**config.mk**
```make
export PLATFORM = sky130hd
export DESIGN_NAME = wdpc_sensor
export DESIGN_NICKNAME = d
export VERILOG_FILES = /design/src/hdl/wdpc_sensor.sv
export SDC_FILE = /design/constraint.sdc
export NUM_CORES = 2
export LEC_CHECK = 0
export BUFFER_PORTS_ARGS = -buffer_cell sky130_fd_sc_hd__buf_2
export CELL_PAD_IN_SITES_DETAIL_PLACEMENT = 2
export CELL_PAD_IN_SITES_GLOBAL_PLACEMENT = 2
export CORE_AREA = 2 2 396 398
export DETAILED_ROUTE_END_ITERATION = 6
export DIE_AREA = 0 0 398 400
export GPL_TIMING_DRIVEN = 0
export HOLD_SLACK_MARGIN = 0.15
export PLACE_DENSITY = 0.89
export RECOVER_POWER = 100
export SLEW_MARGIN = 20
export SYNTH_ARGS = -nofsm -noshare
export SYNTH_HDL_FRONTEND = slang
export SYNTH_SLANG_ARGS = --single-unit
```
**constraint.sdc**
```tcl
create_clock -name clk -period 20.1 [get_ports clk]
set_clock_uncertainty 0.15 [all_clocks]
set_input_delay 2.01 -clock clk [delete_from_list [all_inputs] [get_ports clk]]
set_output_delay 2.01 -clock clk [all_outputs]
set_load 0.02 [all_outputs]
```
**src/hdl/wdpc_sensor.sv**
```systemverilog
// Per-sensor front end: wall pick (comb), then registered offset rotation and range scale.
// Outputs are registered. Feeds the error CORDIC and finishes after it in the top.
module wdpc_sensor (
    input  logic               clk,
    input  logic [15:0]        angle,
    input  logic [12:0]        tol,
    input  logic               enabled,
    input  logic [13:0]        range_mm,
    input  logic signed [13:0] mx,
    input  logic signed [14:0] my,
    input  logic signed [31:0] ch,
    input  logic signed [31:0] sh,
    output logic               hit,
    output logic [1:0]         wall,
    output logic [15:0]        err,
    output logic signed [15:0] ox,
    output logic signed [15:0] oy,
    output logic [17:0]        range_r
);
    logic        hit_c;
    logic [1:0]  wall_c;
    logic [15:0] err_c;
    logic [15:0] d;
    logic [15:0] e;
    logic signed [46:0] pxc;
    logic signed [46:0] pxs;
    logic signed [46:0] pyc;
    logic signed [46:0] pys;
    logic signed [47:0] sx;
    logic signed [47:0] sy;
    logic [27:0] rn;
    logic [52:0] rq;

    always_comb
    begin
        hit_c = 1'b0;
        wall_c = '0;
        err_c = '0;
        for (int k = 3; k >= 0; k--)
        begin
            d = 16'(k * 16384) - angle;
            e = d[15] ? 16'(-d) : d;
            if (enabled && ({1'b0, e} < {4'd0, tol}) && !(d == 16'h8000))
            begin
                hit_c = 1'b1;
                wall_c = 2'(k);
                err_c = e;
            end
        end
        pxc = mx * ch;
        pxs = mx * sh;
        pyc = my * ch;
        pys = my * sh;
        sx = 48'(pxc) - 48'(pys) + 48'sd536870912;
        sy = 48'(pxs) + 48'(pyc) + 48'sd536870912;
        // dist*1280/127 rounded; divide by 127 as multiply by ceil(2^33/127)
        rn = 28'(range_mm) * 28'd1280 + 28'd63;
        rq = 53'(rn) * 53'd67637281;
    end

    always_ff @(posedge clk)
    begin
        hit <= hit_c;
        wall <= wall_c;
        err <= err_c;
        ox <= sx[45:30];
        oy <= sy[45:30];
        range_r <= rq[50:33];
    end

endmodule

```
-- After elaboration in Yosys (flattened, before gate mapping)
Cells that the tools add are included.
Widths: inputs -> output; s select.
- flip-flop bits (word level): 69
- bits of input ports: 138
- output and inout port bits: 69
- word-level logic and storage cells: 60
- $add $sub $neg: 13
- multipliers: 6
- magnitude comparators: 4
- equal/unequal tests: 4
- mux-type cells: 12
- reduce and logical (&&, ||, !) cells: 14
- operators by type and width (kind ; count):
    $mux 16 ; 8
    $add 46x31->46 const B ; 2
    $mul 14x32->46 ; 2
    $mul 15x32->46 ; 2
    $eq 16x16->1 const B ; 4
    $lt 16x13->1 ; 4
    $neg 16->16 ; 4
    $mul 26x27->51 const B ; 1
    $add 46x46->46 ; 1
    $sub 46x46->46 ; 1
    $sub 16x16->16 const A ; 2
    $add 25x6->26 const B ; 1
    $mul 14x3->17 const B ; 1
    $sub 1x16->16 const A ; 1
    $sub 15x16->16 const A ; 1
    $logic_and 1x1->1 ; 8
    $logic_not 1->1 ; 4
    $mux 2 ; 2
    $reduce_or 3->1 ; 1
    $mux 1 ; 2
    $reduce_or 2->1 ; 1

-- Logic depth before layout (Yosys ltp)
- depth after elaboration: 10
- depth in mapped cells: 32
- depth with buffers taken out: 32

-- Worst setup path before layout
No wires, ideal clock.
- path kind: input-to-reg
- start: in sh[31]
- end: reg ox[14]
- library setup time: 118 ps
- arrival time: 9430 ps
- required time: 19832 ps
- slack: 10402 ps
- stages on the path: 27
- buffers on the path: 2
- cell sequence: clkbuf_1 -> clkbuf_1 -> nand2_1 -> fa_1 -> inv_1 -> fa_1 -> inv_1 -> fa_1 -> inv_1 -> fa_1 -> inv_1 -> fa_1 -> fa_1 -> fa_1 -> inv_1 -> fa_1 -> inv_1 -> ha_1 -> nor2b_1 -> a2111oi_0 -> o311ai_0 -> a311oi_1 -> or3_1 -> a31oi_1 -> a2111o_1 -> and2_1 -> xor2_1
- cells in the longest elaborated chain, start to end: 3
- ends and longest elaborated chain (element ; line ; text):
    start, declared ; 12 ; input logic signed [31:0] sh,
    $mul 15x32->46 ; 53 ; pys = my * sh;
    $sub 46x46->46 ; 54 ; sx = 48'(pxc) - 48'(pys) + 48'sd536870912;
    $add 46x31->46 ; 54 ;
    via sx[44] ; 29 ; logic signed [47:0] sx;
    end signal, assigned ; 66 ; ox <= sx[45:30];
    end, declared ; 16 ; output logic signed [15:0] ox,
The timed path passes the listed nets, and every way through them passes these cells.
A chain may end at the register's enable or synchronous reset.

-- Worst setup path after layout
- start: in mx[13]
- end: reg ox[15]
- cells in the longest elaborated chain, start to end: 3
- ends and longest elaborated chain (element ; line ; text):
    start, declared ; 9 ; input logic signed [13:0] mx,
    $mul 14x32->46 ; 50 ; pxc = mx * ch;
    $sub 46x46->46 ; 54 ;
    $add 46x31->46 ; 54 ;
    via sx[45] ; 29 ;
The timed path passes the listed nets, and every way through them passes these cells.

==> flow_metrics.tcl <==
set metrics [dict create \
    viasPerCell 5.970 \
    die-area_um2 159200 \
    final_nets 10330 \
    layoutNonFillerInstCount 9939 \
    gp_congestion 1.019 \
    min_period_ns 14.88 \
    cts_buffer_depth 2 \
    coreArea_um2 155100 \
    grt_pass1_wl_mm 499.6 \
    hp-class "in2reg" \
    synth_seq_cells 69 \
    slew_violations 27 \
    area_growth_pct 5.560 \
    setup_viol 0 \
    period_share 0.7402 \
    ys_warn_count 0 \
    postSynthAreaPerCell_um2 9.075 \
    grt_pass1_vias 70170 \
    vias 59340 \
    pin_count 207 \
    ant_nets 0 \
    worstHoldEndpoint "err[2]$_DFF_P_" \
    synth_edf_count 0 \
    violations "DRC, capacitance limit, slew limit" \
    rsz0062_at_grt "false" \
    fp-row-count 145 \
    slew_headroom -0.2459 \
    crit_start "mx[13]" \
    syn_inst 7648 \
    ys_seq_area_frac 0.01990 \
    root_buffer "clkbuf_16" \
    dp.cells 9832 \
    end_kind "register" \
    worst_path_most_repeated_cell "fa_1" \
    synth_top_area_cell "fa_1" \
    post_synth_num_cell_types 81 \
    die_h_um 400 \
    crit_type "in2reg" \
    hp-start "angle[2]" \
    path_clk_slew_ns 0.08 \
    numClockSinks 69 \
    holdPathStages 4 \
    tns_ns 0 \
    grt_max_degree 15 \
    drv_cap 4 \
    worst_pin_slew_ns 1.869 \
    fp.dieW_um 398 \
    post_cts_buffers 0 \
    yosys-top-cells-area "fa_1 (55%), inv_1 (11%), ha_1 (9.4%), and2_1 (6.7%), nand2_1 (5.7%)" \
    max_freq_mhz 67.21 \
    crit_arrival_ns 15.12 \
    grt.overflow.total 0 \
    dpl.hpwl_mm 297.5 \
    cp_slowest_cell "clkbuf_1" \
    antenna_found_initial 101 \
    cts_tree "built" \
    ys_dominant_reg_cell "dfxtp_1" \
    cts_buffers 9 \
    wl_per_cell_um 35.95 \
    synthDominantCellAreaShare 0.5452 \
    final_hold_viol_count 0 \
    numPortBuffers 116 \
    ctsHtreeMaxLevel 3 \
    drive_gt1_frac 0.02465 \
    cts_hold_buf 0 \
    grt_use_total 0.4557 \
    required_ns 20.34 \
    drc 2 \
    slowest_delay_ns 1.42 \
    ys_async_sr_fraction 0 \
    drt_iter0_markers 5792 \
    start_kind "primary input" \
    crit_path_max_fanout 11 \
    finalWirelength_mm 357.3 \
    outcome "complete, but fails checks" \
    netlist_area_um2 69400 \
    initial_core_util 0.4474 \
    firstDrtPassIters 7 \
    cts_resized 0 \
]
[worst max-delay path by stage]
stage	end	depth (start not counted)
after floorplan	ox[14]$_DFF_P_	27
after global placement	ox[15]$_DFF_P_	25
after detailed placement	ox[15]$_DFF_P_	28
after CTS	ox[15]$_DFF_P_	28
after global routing	ox[15]$_DFF_P_	28
final	ox[15]$_DFF_P_	28
[final cells by class]
class / count / area [um2]
clock inverters: 4 / 47.55
repair buffers: 124 / 681.9
fillers: 16950 / 81860
diodes: 91 / 227.7
inverters: 2093 / 7856
multi-input cells: 5071 / 58530
well taps: 2058 / 2575
plain buffers: 417 / 1715
clock buffers: 12 / 246.5
flip-flops and latches: 69 / 1381
[state kept, by name (all words and copies together), names as in the netlist]
name,flops
err,16
ox,16
oy,16
wall,2
hit,1
range_r,18
[cell usage in the layout (no fill, tap or decap), types with 7 or more instances in the layout]
cell type     n
a31oi_1      14
nor3_1       21
clkbuf_1    380
and2_1      739
inv_1      2091
clkbuf_2     96
dfxtp_1      69
o21a_1       13
ha_1        519
nand3_1      19
buf_2        50
nand2_1    1049
or3_1        15
and3_1        8
a211oi_1      7
a221oi_1     11
clkbuf_16     9
nand2b_1     37
o21bai_1      7
a21oi_1      93
a211o_1       7
fa_1       1890
o21ai_0      52
nor2b_1      23
a21o_1       62
xor2_1       66
diode_2      91
xnor2_1     107
nor2_1      194
nand4_1      10
[layer usage]
layer / vias up / global-route usage / routed length [um]
met2: 4171 / 0.7340 / 167000
met5: - / 0.007567 / 991
met4: 61 / 0.3801 / 36440
met1: 31360 / 0.4727 / 113200
li1: 22030 / - / -
met3: 1725 / 0.1710 / 39670
[synth_stat cells, types with 8 or more instances]
| library cell | instances |
|---|---|
| xor2_1 | 66 |
| nor2_1 | 194 |
| or3_1 | 15 |
| nor3_1 | 21 |
| inv_1 | 2091 |
| nand4_1 | 10 |
| and2_1 | 741 |
| a31oi_1 | 14 |
| nand3_1 | 19 |
| nand2b_1 | 37 |
| a21o_1 | 62 |
| fa_1 | 1890 |
| ha_1 | 519 |
| nor2b_1 | 23 |
| and3_1 | 8 |
| clkbuf_1 | 397 |
| o21a_1 | 13 |
| nand2_1 | 1049 |
| a221oi_2 | 9 |
| buf_1 | 9 |
| a21oi_1 | 93 |
| dfxtp_1 | 69 |
| xnor2_1 | 109 |
| o21ai_0 | 51 |
[critical path, delay by kind of cell]
kind	cells	cell delay, ns
AOI/OAI and AO/OA	8	4.35
xor gates and xnor gates	1	0.15
buffers and inverters	8	3.63
and+or+nand+nor	2	0.50
adders and majority gates	9	4.43
[logic make-up after synthesis]
group / Yosys count / share of synthesized area
adder cells (fa/ha/maj): 2409 / 0.6387
other: 1 / 0.00005403
flip-flops: 69 / 0.01990
AO/OA/AOI/OAI: 324 / 0.03213
multiplexers: 1 / 0.0001442
buffers and inverters: 2510 / 0.1363
XOR/XNOR: 175 / 0.02208
AND/OR/NAND/NOR: 2159 / 0.1506
[through the flow]
stage	hold WS, ns	cell area [um2]	util	worst slack [ns]
6_report	1.825	73260	0.4723	5.221
5_1_grt	1.845	73080	0.4711	5.386
4_1_cts	1.816	73150	0.4716	7.567
3_5_place_dp	2.277	72860	0.4697	7.170
3_3_place_gp	2.276	72570	0.4678	6.227
2_1_floorplan	2.126	69410	-	10.40
Power is not shown: default switching activity piles up to over one toggle a cycle in this logic, so the estimate is an artifact.
