`config.mk`:
```
export PLATFORM = sky130hd
export DESIGN_NAME = wdpc_cordic
export DESIGN_NICKNAME = d
export VERILOG_FILES = /design/src/hdl/wdpc_pkg.sv /design/src/hdl/wdpc_cordic.sv
export SDC_FILE = /design/constraint.sdc
export NUM_CORES = 2
export LEC_CHECK = 0
export BUFFER_PORTS_ARGS = -buffer_cell sky130_fd_sc_hd__buf_2
export CAP_MARGIN = 5
export CORE_ASPECT_RATIO = 0.7
export CORE_MARGIN = 2
export CORE_UTILIZATION = 55
export CTS_CLUSTER_SIZE = 16
export DETAILED_ROUTE_END_ITERATION = 6
export GPL_TIMING_DRIVEN = 1
export PLACE_DENSITY = 0.74
export SLEW_MARGIN = 30
export SYNTH_ARGS = -nofsm -noshare
export SYNTH_HDL_FRONTEND = slang
export SYNTH_SLANG_ARGS = --single-unit
```
`constraint.sdc`:
```
create_clock -name clk -period 4.98 [get_ports clk]
set_input_delay 0.996 -clock clk [delete_from_list [all_inputs] [get_ports clk]]
set_output_delay 0.996 -clock clk [all_outputs]
set_load 0.02 [all_outputs]
```
`src/hdl/wdpc_pkg.sv`:
```
package wdpc_pkg;

    typedef struct packed {
        logic signed [15:0] est_x;
        logic signed [15:0] est_y;
        logic        [15:0] heading_turn;
        logic signed [15:0] heading_passthru;
        logic        [13:0] dist_left;
        logic        [13:0] dist_right;
        logic        [13:0] dist_front;
        logic        [2:0]  use_mask;
        logic signed [15:0] ref_x;
        logic signed [15:0] ref_y;
        logic        [1:0]  ref_valid;
        logic        [14:0] accept_radius;
    } in_word_t;

    typedef struct packed {
        logic signed [15:0] pose_x;
        logic signed [15:0] pose_y;
        logic signed [15:0] heading_out;
        logic        [1:0]  x_hits;
        logic        [1:0]  y_hits;
        logic               fell_back;
    } out_word_t;

    typedef struct packed {
        logic [14:0]        field_half_size;
        logic [12:0]        wall_tol;
        logic signed [13:0] left_lateral_offset;
        logic signed [13:0] right_lateral_offset;
        logic signed [13:0] front_forward_offset;
    } cfg_t;

    localparam logic [2:0] REG_FIELD = 3'd0;
    localparam logic [2:0] REG_TOL   = 3'd1;
    localparam logic [2:0] REG_LEFT  = 3'd2;
    localparam logic [2:0] REG_RIGHT = 3'd3;
    localparam logic [2:0] REG_FRONT = 3'd4;

    localparam int TABLE_LEN = 24;
    localparam logic signed [31:0] CORDIC_GAIN = 32'sd652032874;
    localparam logic signed [31:0] Q30_ONE = 32'sd1073741824;

    function automatic logic signed [31:0] atan_turn(input int i);
        logic signed [31:0] r;
        begin
            case (i)
                0: r = 32'sd536870912;  1: r = 32'sd316933406;
                2: r = 32'sd167458907;  3: r = 32'sd85004756;
                4: r = 32'sd42667331;   5: r = 32'sd21354465;
                6: r = 32'sd10679838;   7: r = 32'sd5340245;
                8: r = 32'sd2670163;    9: r = 32'sd1335087;
                10: r = 32'sd667544;    11: r = 32'sd333772;
                12: r = 32'sd166886;    13: r = 32'sd83443;
                14: r = 32'sd41722;     15: r = 32'sd20861;
                16: r = 32'sd10430;     17: r = 32'sd5215;
                18: r = 32'sd2608;      19: r = 32'sd1304;
                20: r = 32'sd652;       21: r = 32'sd326;
                22: r = 32'sd163;       23: r = 32'sd81;
                default: r = 32'sd0;
            endcase
            return r;
        end
    endfunction

endpackage

```
`src/hdl/wdpc_cordic.sv`:
```
// Pipelined rotation CORDIC, one iteration per stage, sideband delayed alongside.
module wdpc_cordic #(
    parameter int STAGES = 16,
    parameter int SIDE_W = 8
) (
    input  logic                     clk,
    input  logic                     rst_n,
    input  logic                     in_valid,
    input  logic [15:0]              angle,
    input  logic [SIDE_W-1:0]        side_in,
    output logic                     out_valid,
    output logic signed [31:0]       cos_q30,
    output logic signed [31:0]       sin_q30,
    output logic [SIDE_W-1:0]        side_out
);
    import wdpc_pkg::*;

    localparam int N = (STAGES < 1) ? 1 : ((STAGES > TABLE_LEN) ? TABLE_LEN : STAGES);

    logic signed [33:0] x_reg [1:N];
    logic signed [33:0] y_reg [1:N];
    logic signed [33:0] z_reg [1:N];
    logic               flip_reg [1:N];
    logic               v_reg [1:N];
    logic [SIDE_W-1:0]  side_reg [1:N];

    logic signed [16:0] t0;
    logic signed [16:0] t_adj;
    logic               flip0;

    always_comb
    begin
        t0 = {angle[15], angle};
        flip0 = 1'b0;
        t_adj = t0;
        if (t0 > 17'sd16384)
        begin
            t_adj = t0 - 17'sd32768;
            flip0 = 1'b1;
        end
        else if (t0 < -17'sd16384)
        begin
            t_adj = t0 + 17'sd32768;
            flip0 = 1'b1;
        end
    end

    for (genvar i = 0; i < N; i++)
    begin : g_iter
        logic signed [33:0] xi;
        logic signed [33:0] yi;
        logic signed [33:0] zi;
        logic               fi;
        logic               vi;
        logic [SIDE_W-1:0]  si;

        if (i == 0)
        begin : g_first
            assign xi = 34'(CORDIC_GAIN);
            assign yi = '0;
            assign zi = {t_adj[16], t_adj, 16'd0};
            assign fi = flip0;
            assign vi = in_valid;
            assign si = side_in;
        end
        else
        begin : g_next
            assign xi = x_reg[i];
            assign yi = y_reg[i];
            assign zi = z_reg[i];
            assign fi = flip_reg[i];
            assign vi = v_reg[i];
            assign si = side_reg[i];
        end

        always_ff @(posedge clk or negedge rst_n)
        begin
            if (!rst_n)
                v_reg[i+1] <= 1'b0;
            else
                v_reg[i+1] <= vi;
        end

        always_ff @(posedge clk)
        begin
            flip_reg[i+1] <= fi;
            side_reg[i+1] <= si;
            if (zi >= 0)
            begin
                x_reg[i+1] <= xi - (yi >>> i);
                y_reg[i+1] <= yi + (xi >>> i);
                z_reg[i+1] <= zi - 34'(atan_turn(i));
            end
            else
            begin
                x_reg[i+1] <= xi + (yi >>> i);
                y_reg[i+1] <= yi - (xi >>> i);
                z_reg[i+1] <= zi + 34'(atan_turn(i));
            end
        end
    end

    function automatic logic signed [31:0] clampq(input logic signed [33:0] v);
        begin
            if (v > 34'(Q30_ONE))
                return Q30_ONE;
            else if (v < -34'(Q30_ONE))
                return -Q30_ONE;
            else
                return v[31:0];
        end
    endfunction

    always_ff @(posedge clk or negedge rst_n)
    begin
        if (!rst_n)
            out_valid <= 1'b0;
        else
            out_valid <= v_reg[N];
    end

    always_ff @(posedge clk)
    begin
        side_out <= side_reg[N];
        cos_q30 <= clampq(flip_reg[N] ? -x_reg[N] : x_reg[N]);
        sin_q30 <= clampq(flip_reg[N] ? -y_reg[N] : y_reg[N]);
    end

endmodule

```
=== After elaboration in Yosys (flattened, before gate mapping) ===
Memory sizes are Yosys's and may differ from the RTL's. A register that Yosys moved wholly into a read port is not among the register bits.
Index checks and enable logic that the tools add are counted.

* Bits in registers: 81
* Memory bits (writable): 1,776
* Input port bits: 27
* Output and inout port bits: 73
* Word-level logic and storage cells: 298
* Memories: 5

{| class="wikitable"
|+ Memory list
! name !! depth !! width !! read ports !! clocked after memory_dff !! write ports !! line !! text
|-
| x_reg || 16 || 34 || 16 || 0 || 16 || wdpc_cordic.sv:20 || <nowiki>logic signed [33:0] x_reg [1:N];</nowiki>
|-
| y_reg || 16 || 34 || 16 || 0 || 16 || wdpc_cordic.sv:21 || <nowiki>logic signed [33:0] y_reg [1:N];</nowiki>
|-
| z_reg || 16 || 34 || 15 || 0 || 16 || wdpc_cordic.sv:22 || <nowiki>logic signed [33:0] z_reg [1:N];</nowiki>
|-
| side_reg || 16 || 8 || 16 || 1 || 16 || wdpc_cordic.sv:25 || <nowiki>logic [SIDE_W-1:0] side_reg [1:N];</nowiki>
|-
| flip_reg || 16 || 1 || 16 || 0 || 16 || wdpc_cordic.sv:23 || <nowiki>logic flip_reg [1:N];</nowiki>
|}

* $add $sub $neg: 96
* $lt $le $gt $ge: 22
* Mux-type cells: 104
* Bitwise gates (word level): 48
* Reductions and logical operators: 2

{| class="wikitable"
|+ Operator list
! kind !! number
|-
| 34-bit two-way mux || 50
|-
| 34-bit by 1-bit greater-or-equal comparator with 1-bit output (second input constant) || 15
|-
| 34-bit by 19-bit adder with 34-bit output || 2
|-
| 34-bit by 20-bit adder with 34-bit output || 2
|-
| 34-bit by 21-bit adder with 34-bit output || 2
|-
| 34-bit by 22-bit adder with 34-bit output || 2
|-
| 34-bit by 23-bit adder with 34-bit output || 2
|-
| 34-bit by 24-bit adder with 34-bit output || 2
|-
| 34-bit by 25-bit adder with 34-bit output || 2
|-
| 34-bit by 26-bit adder with 34-bit output || 2
|-
| 34-bit by 27-bit adder with 34-bit output || 2
|-
| 34-bit by 28-bit adder with 34-bit output || 2
|-
| 34-bit by 29-bit adder with 34-bit output || 2
|-
| 34-bit by 30-bit adder with 34-bit output || 2
|-
| 34-bit by 31-bit adder with 34-bit output || 2
|-
| 34-bit by 32-bit adder with 34-bit output || 2
|-
| 34-bit by 33-bit adder with 34-bit output || 2
|-
| 34-bit by 32-bit greater-than comparator with 1-bit output (second input constant) || 2
|-
| 34-bit by 31-bit < comparator with 1-bit output (second input constant) || 2
|-
| 34-bit negation || 2
|-
| 34-bit by 19-bit subtractor with 34-bit output || 2
|-
| 34-bit by 20-bit subtractor with 34-bit output || 2
|-
| 34-bit by 21-bit subtractor with 34-bit output || 2
|-
| 34-bit by 22-bit subtractor with 34-bit output || 2
|-
| other kinds (53) || 163
|}

=== Longest topological paths before layout ===
* Depth after elaboration: 7
* Gate-level depth with buffers: 24
* Gate-level depth less buffers: 23

=== Worst setup path before layout ===
No wires, ideal clock.

* Path kind: reg2reg
* Start: reg z_reg[0][441] (netlist name)
* End: reg z_reg[0][475] (netlist name)
* Setup time: 0.121 ns
* Arrival: 4.960 ns
* Required time: 4.859 ns
* Setup slack: -0.101 ns
* Stages on the path, launching flop included: 23
* Path buffers: 3
* Clock period less this slack: 5.081 ns
* Cell sequence: dfxtp_1 inv_1 ha_1 nor4b_1 nand4_1 nor2_1 nor2_1 clkbuf_1 inv_1 clkbuf_1 clkbuf_1 ha_1 nor2b_1 o31a_1 or2_2 a31oi_1 o2111ai_1 nand3_1 a21oi_1 o311ai_0 a21oi_1 o22ai_1 xnor2_1

==> summary.md <==
| Metric | Value |
|---|---|
| Starting Density | 55.24% |
| Initial drt markers | 8799 |
| Seq/Total Area, Yosys | 29.52% |
| Fin worst setup slack | 0.09470 ns |
| Port Buffer Count | 99 |
| R2r setup slk | 0.09 ns |
| Layout cells sized above 1 | 9.140% |
| Library cells used by synthesis | 100 |
| CTS root buffer | clkbuf_16 |
| Avg WL per Cell | 19.24 um |
| CP Capture Point | x_reg[0][303] |
| Final setup TNS | 0 ns |
| Total clock sinks | 1662 |
| Die area | 209100 um2 |
| # DRC | 0 |
| Outcome | finished clean |
| Final GP Congestion | 0.9768 |
| # rows | 139 |
| Critical path peak fanout | 6 |
| R2R cell count | 17 |
| Syn Area/Cell | 8.699 um2 |
| Skew-Pair Late Insertion Delay | 0.85 ns |
| Post-DP Area | 119800 um2 |
| MaxCap Viol Count | 0 |
| Final setup fails | 0 |
| Nets@finish | 15.02k |
| Most frequent cells in the layout | dfxtp_1, ha_1, xnor2_1 |
| Delay-heaviest family, CP | simple AND/OR/NAND/NOR gates |
| Number of synthesized flops with an enable pin | 0 |
| Ys async rst share | 1.023% |
| Final-report hold violation count | 0 |
| Syn Nets | 14.44k |
| Final Cell Area | 127200 um2 |
| Period utilization | 98.10% |
| Worst slew pin tran | 0.8492 ns |
| Cells along the critical path | or3_1 -> or3_1 -> or2_2 -> or3b_4 -> nand2b_1 -> o21ai_0 -> xor2_1 -> ha_1 -> a21o_1 -> a21oi_1 -> o21ai_0 -> a221o_1 -> nand3_1 -> o31ai_2 -> a211o_1 -> a31oi_1 -> xnor2_1 |
| CTS tree | done |
| TritonCTS Buffers | 177 |
| First-pass GRT wire length | 502.7 mm |
| Post-CTS Hold Fix Bufs | 0 |
| Critical Path RT | 5.75 ns |
| Number of cells on the critical path | 17 |
| Worst Setup SP | y_reg[0][245] |
| RSZ-0062 raised after global routing | true |
| WP data arrival | 5.66 ns |
| Post-Synthesis Cells | 12.99k |
| Crit-path max cell delay | 0.46 ns |
| Initial DRT Pass Iterations | 6 |
| Gr ovfl total | 0 |
| Ys flop type | dfxtp_1 |
| Max Freq | 0.2047 GHz |
| Die Span Y | 383.2 um |
| Core box area | 204500 um2 |
| Most common cell after layout, fill and taps aside | dfxtp_1 |
| Detailed Place HPWL | 253.9 mm |
| Clock Path Buffers | 4 |
| Critical R2R Capture | x_reg[0][303] |
| Fin. max-slew vios | 0 |
| Vias per cell | 5.984 |
| Chip width | 545.7 um |
| Buf/Inv on CP | 0 |
| Largest register FFs | 510 |
| Yosys reg bits | 1662 |
| Antenna Nets Post-Route | 0 |
| P&R area growth vs syn | 12.61% |
| Max transition margin | 43.31% |
| Dpl ws | -0.2930 ns |
| Clock skew | 0.04479 ns |
| Number of global-route vias before repair | 93.24k |
| CP Launch Type | flop |
| CP endpoint kind | flop |
| Min Hold Slack | 0.06236 ns |
| Largest net degree at the start of global routing | 48 |
| Post-route minimum period | 4.885 ns |
| Final WL | 316.4 mm |
| All-layer global routing usage | 29.19% |
| Worst-path clk slew | 0.07 ns |
| RR Startpoint | y_reg[0][245] |
| Routed vias | 98.44k |
| Antenna violations before repair | 9 |
| H-tree Lvls | 4 |
| # IOs | 100 |
| Yosys warning count | 0 |
| Worst min path class | in -> async |
| Slowest cell on crit path | or3b_4 |
| Post-synthesis instance area | 113000 um2 |
| WS Path Type | reg -> reg |
synth_stat cells (all sizes together), types with 20 or more instances:
cell type	instances	area [um2]
a211o	34	297.8
o31ai	221	1673
a31o	23	201.4
o31a	26	227.7
a211oi	107	803.3
o211ai	43	322.8
nor4	134	844.6
and2	48	300.3
a21o	605	4542
o41ai	96	848.3
dfxtp	1645	32930
nand4	92	575.6
a41oi	30	262.8
a221oi	23	201.4
buf	20	88.83
xnor2	1178	10320
a21oi	1125	5634
nand3b	26	195.2
a21boi	54	409.1
ha	1386	17340
nor2	862	3238
o21bai	165	1239
or2	77	481.7
clkbuf	164	616.8
fa	42	840.8
nand2b	228	1434
inv	503	1888
or3	158	993.5
o21ai	789	3953
a31oi	96	600.6
nand2	819	3074
xor2	694	6093
nor3	253	1266
o21a	217	1629
or4	89	701.9
nand3	226	1131
and3	114	713.2
a2111oi	26	230.2
nor3b	25	192.7
and4	28	245.2
mux2i	51	510.5
nor2b	170	1064
how the worst min path moves through the flow:
stage                    startpoint         endpoint  slack (ns)  depth (start not counted)
floorplan            flip_reg[0][9]  flip_reg[0][10]        0.31                          0
global placement    side_reg[16][7]      side_out[7]        0.31                          0
detailed placement   flip_reg[0][1]   flip_reg[0][2]        0.31                          0
finish                        rst_n     g_iter[2].vi        0.06                          1
CTS                           rst_n     g_iter[2].vi        0.02                          1
global route                  rst_n     g_iter[2].vi        0.05                          1
layout make-up:
class	instances	area [um2]
Multi-Input combinational cell	10634	78160
Inverter	508	1912
Antenna cell	4	10.01
Sequential cell	1662	33370
Fill cell	17586	77300
Tap cell	2749	3440
Clock buffer	218	4825
Timing Repair Buffer	577	4248
Clock inverter	99	1257
cells by family after synthesis:
group,count (synthesis),synth area share (%)
AND/OR/NAND/NOR,3396,14.94
XOR/XNOR,1872,14.53
adder cells (fa/ha/maj),1428,16.09
buffers and inverters,692,2.312
multiplexers,63,0.5714
flip-flops,1662,29.52
AO/OA/AOI/OAI,3875,22.04
metal layers:
layer | up-vias | routed length (um) | track usage [%]
li1 | 48236 | - | -
met1 | 46654 | 154000 | 42.91
met2 | 3077 | 133100 | 44.77
met3 | 466 | 22530 | 4.253
met4 | 4 | 6845 | 6.603
met5 | - | 27 | 0
metrics by stage:
step	utilization, %	cells
floorplan	-	12988
global placement	58.57	16107
detailed placement	58.57	16107
CTS	61.60	16426
global route	62.20	16447
finish	62.20	16451
what timing repair did:
action                     in CTS  in global routing
setup buffers                   2                 21
gates resized for setup        24                261
pin swaps                       4                 56
setup endpoints to repair      44                165
Power is left out: the tool's default activity adds up to more than one toggle a clock period on the data nets, which glitch-free logic cannot reach.
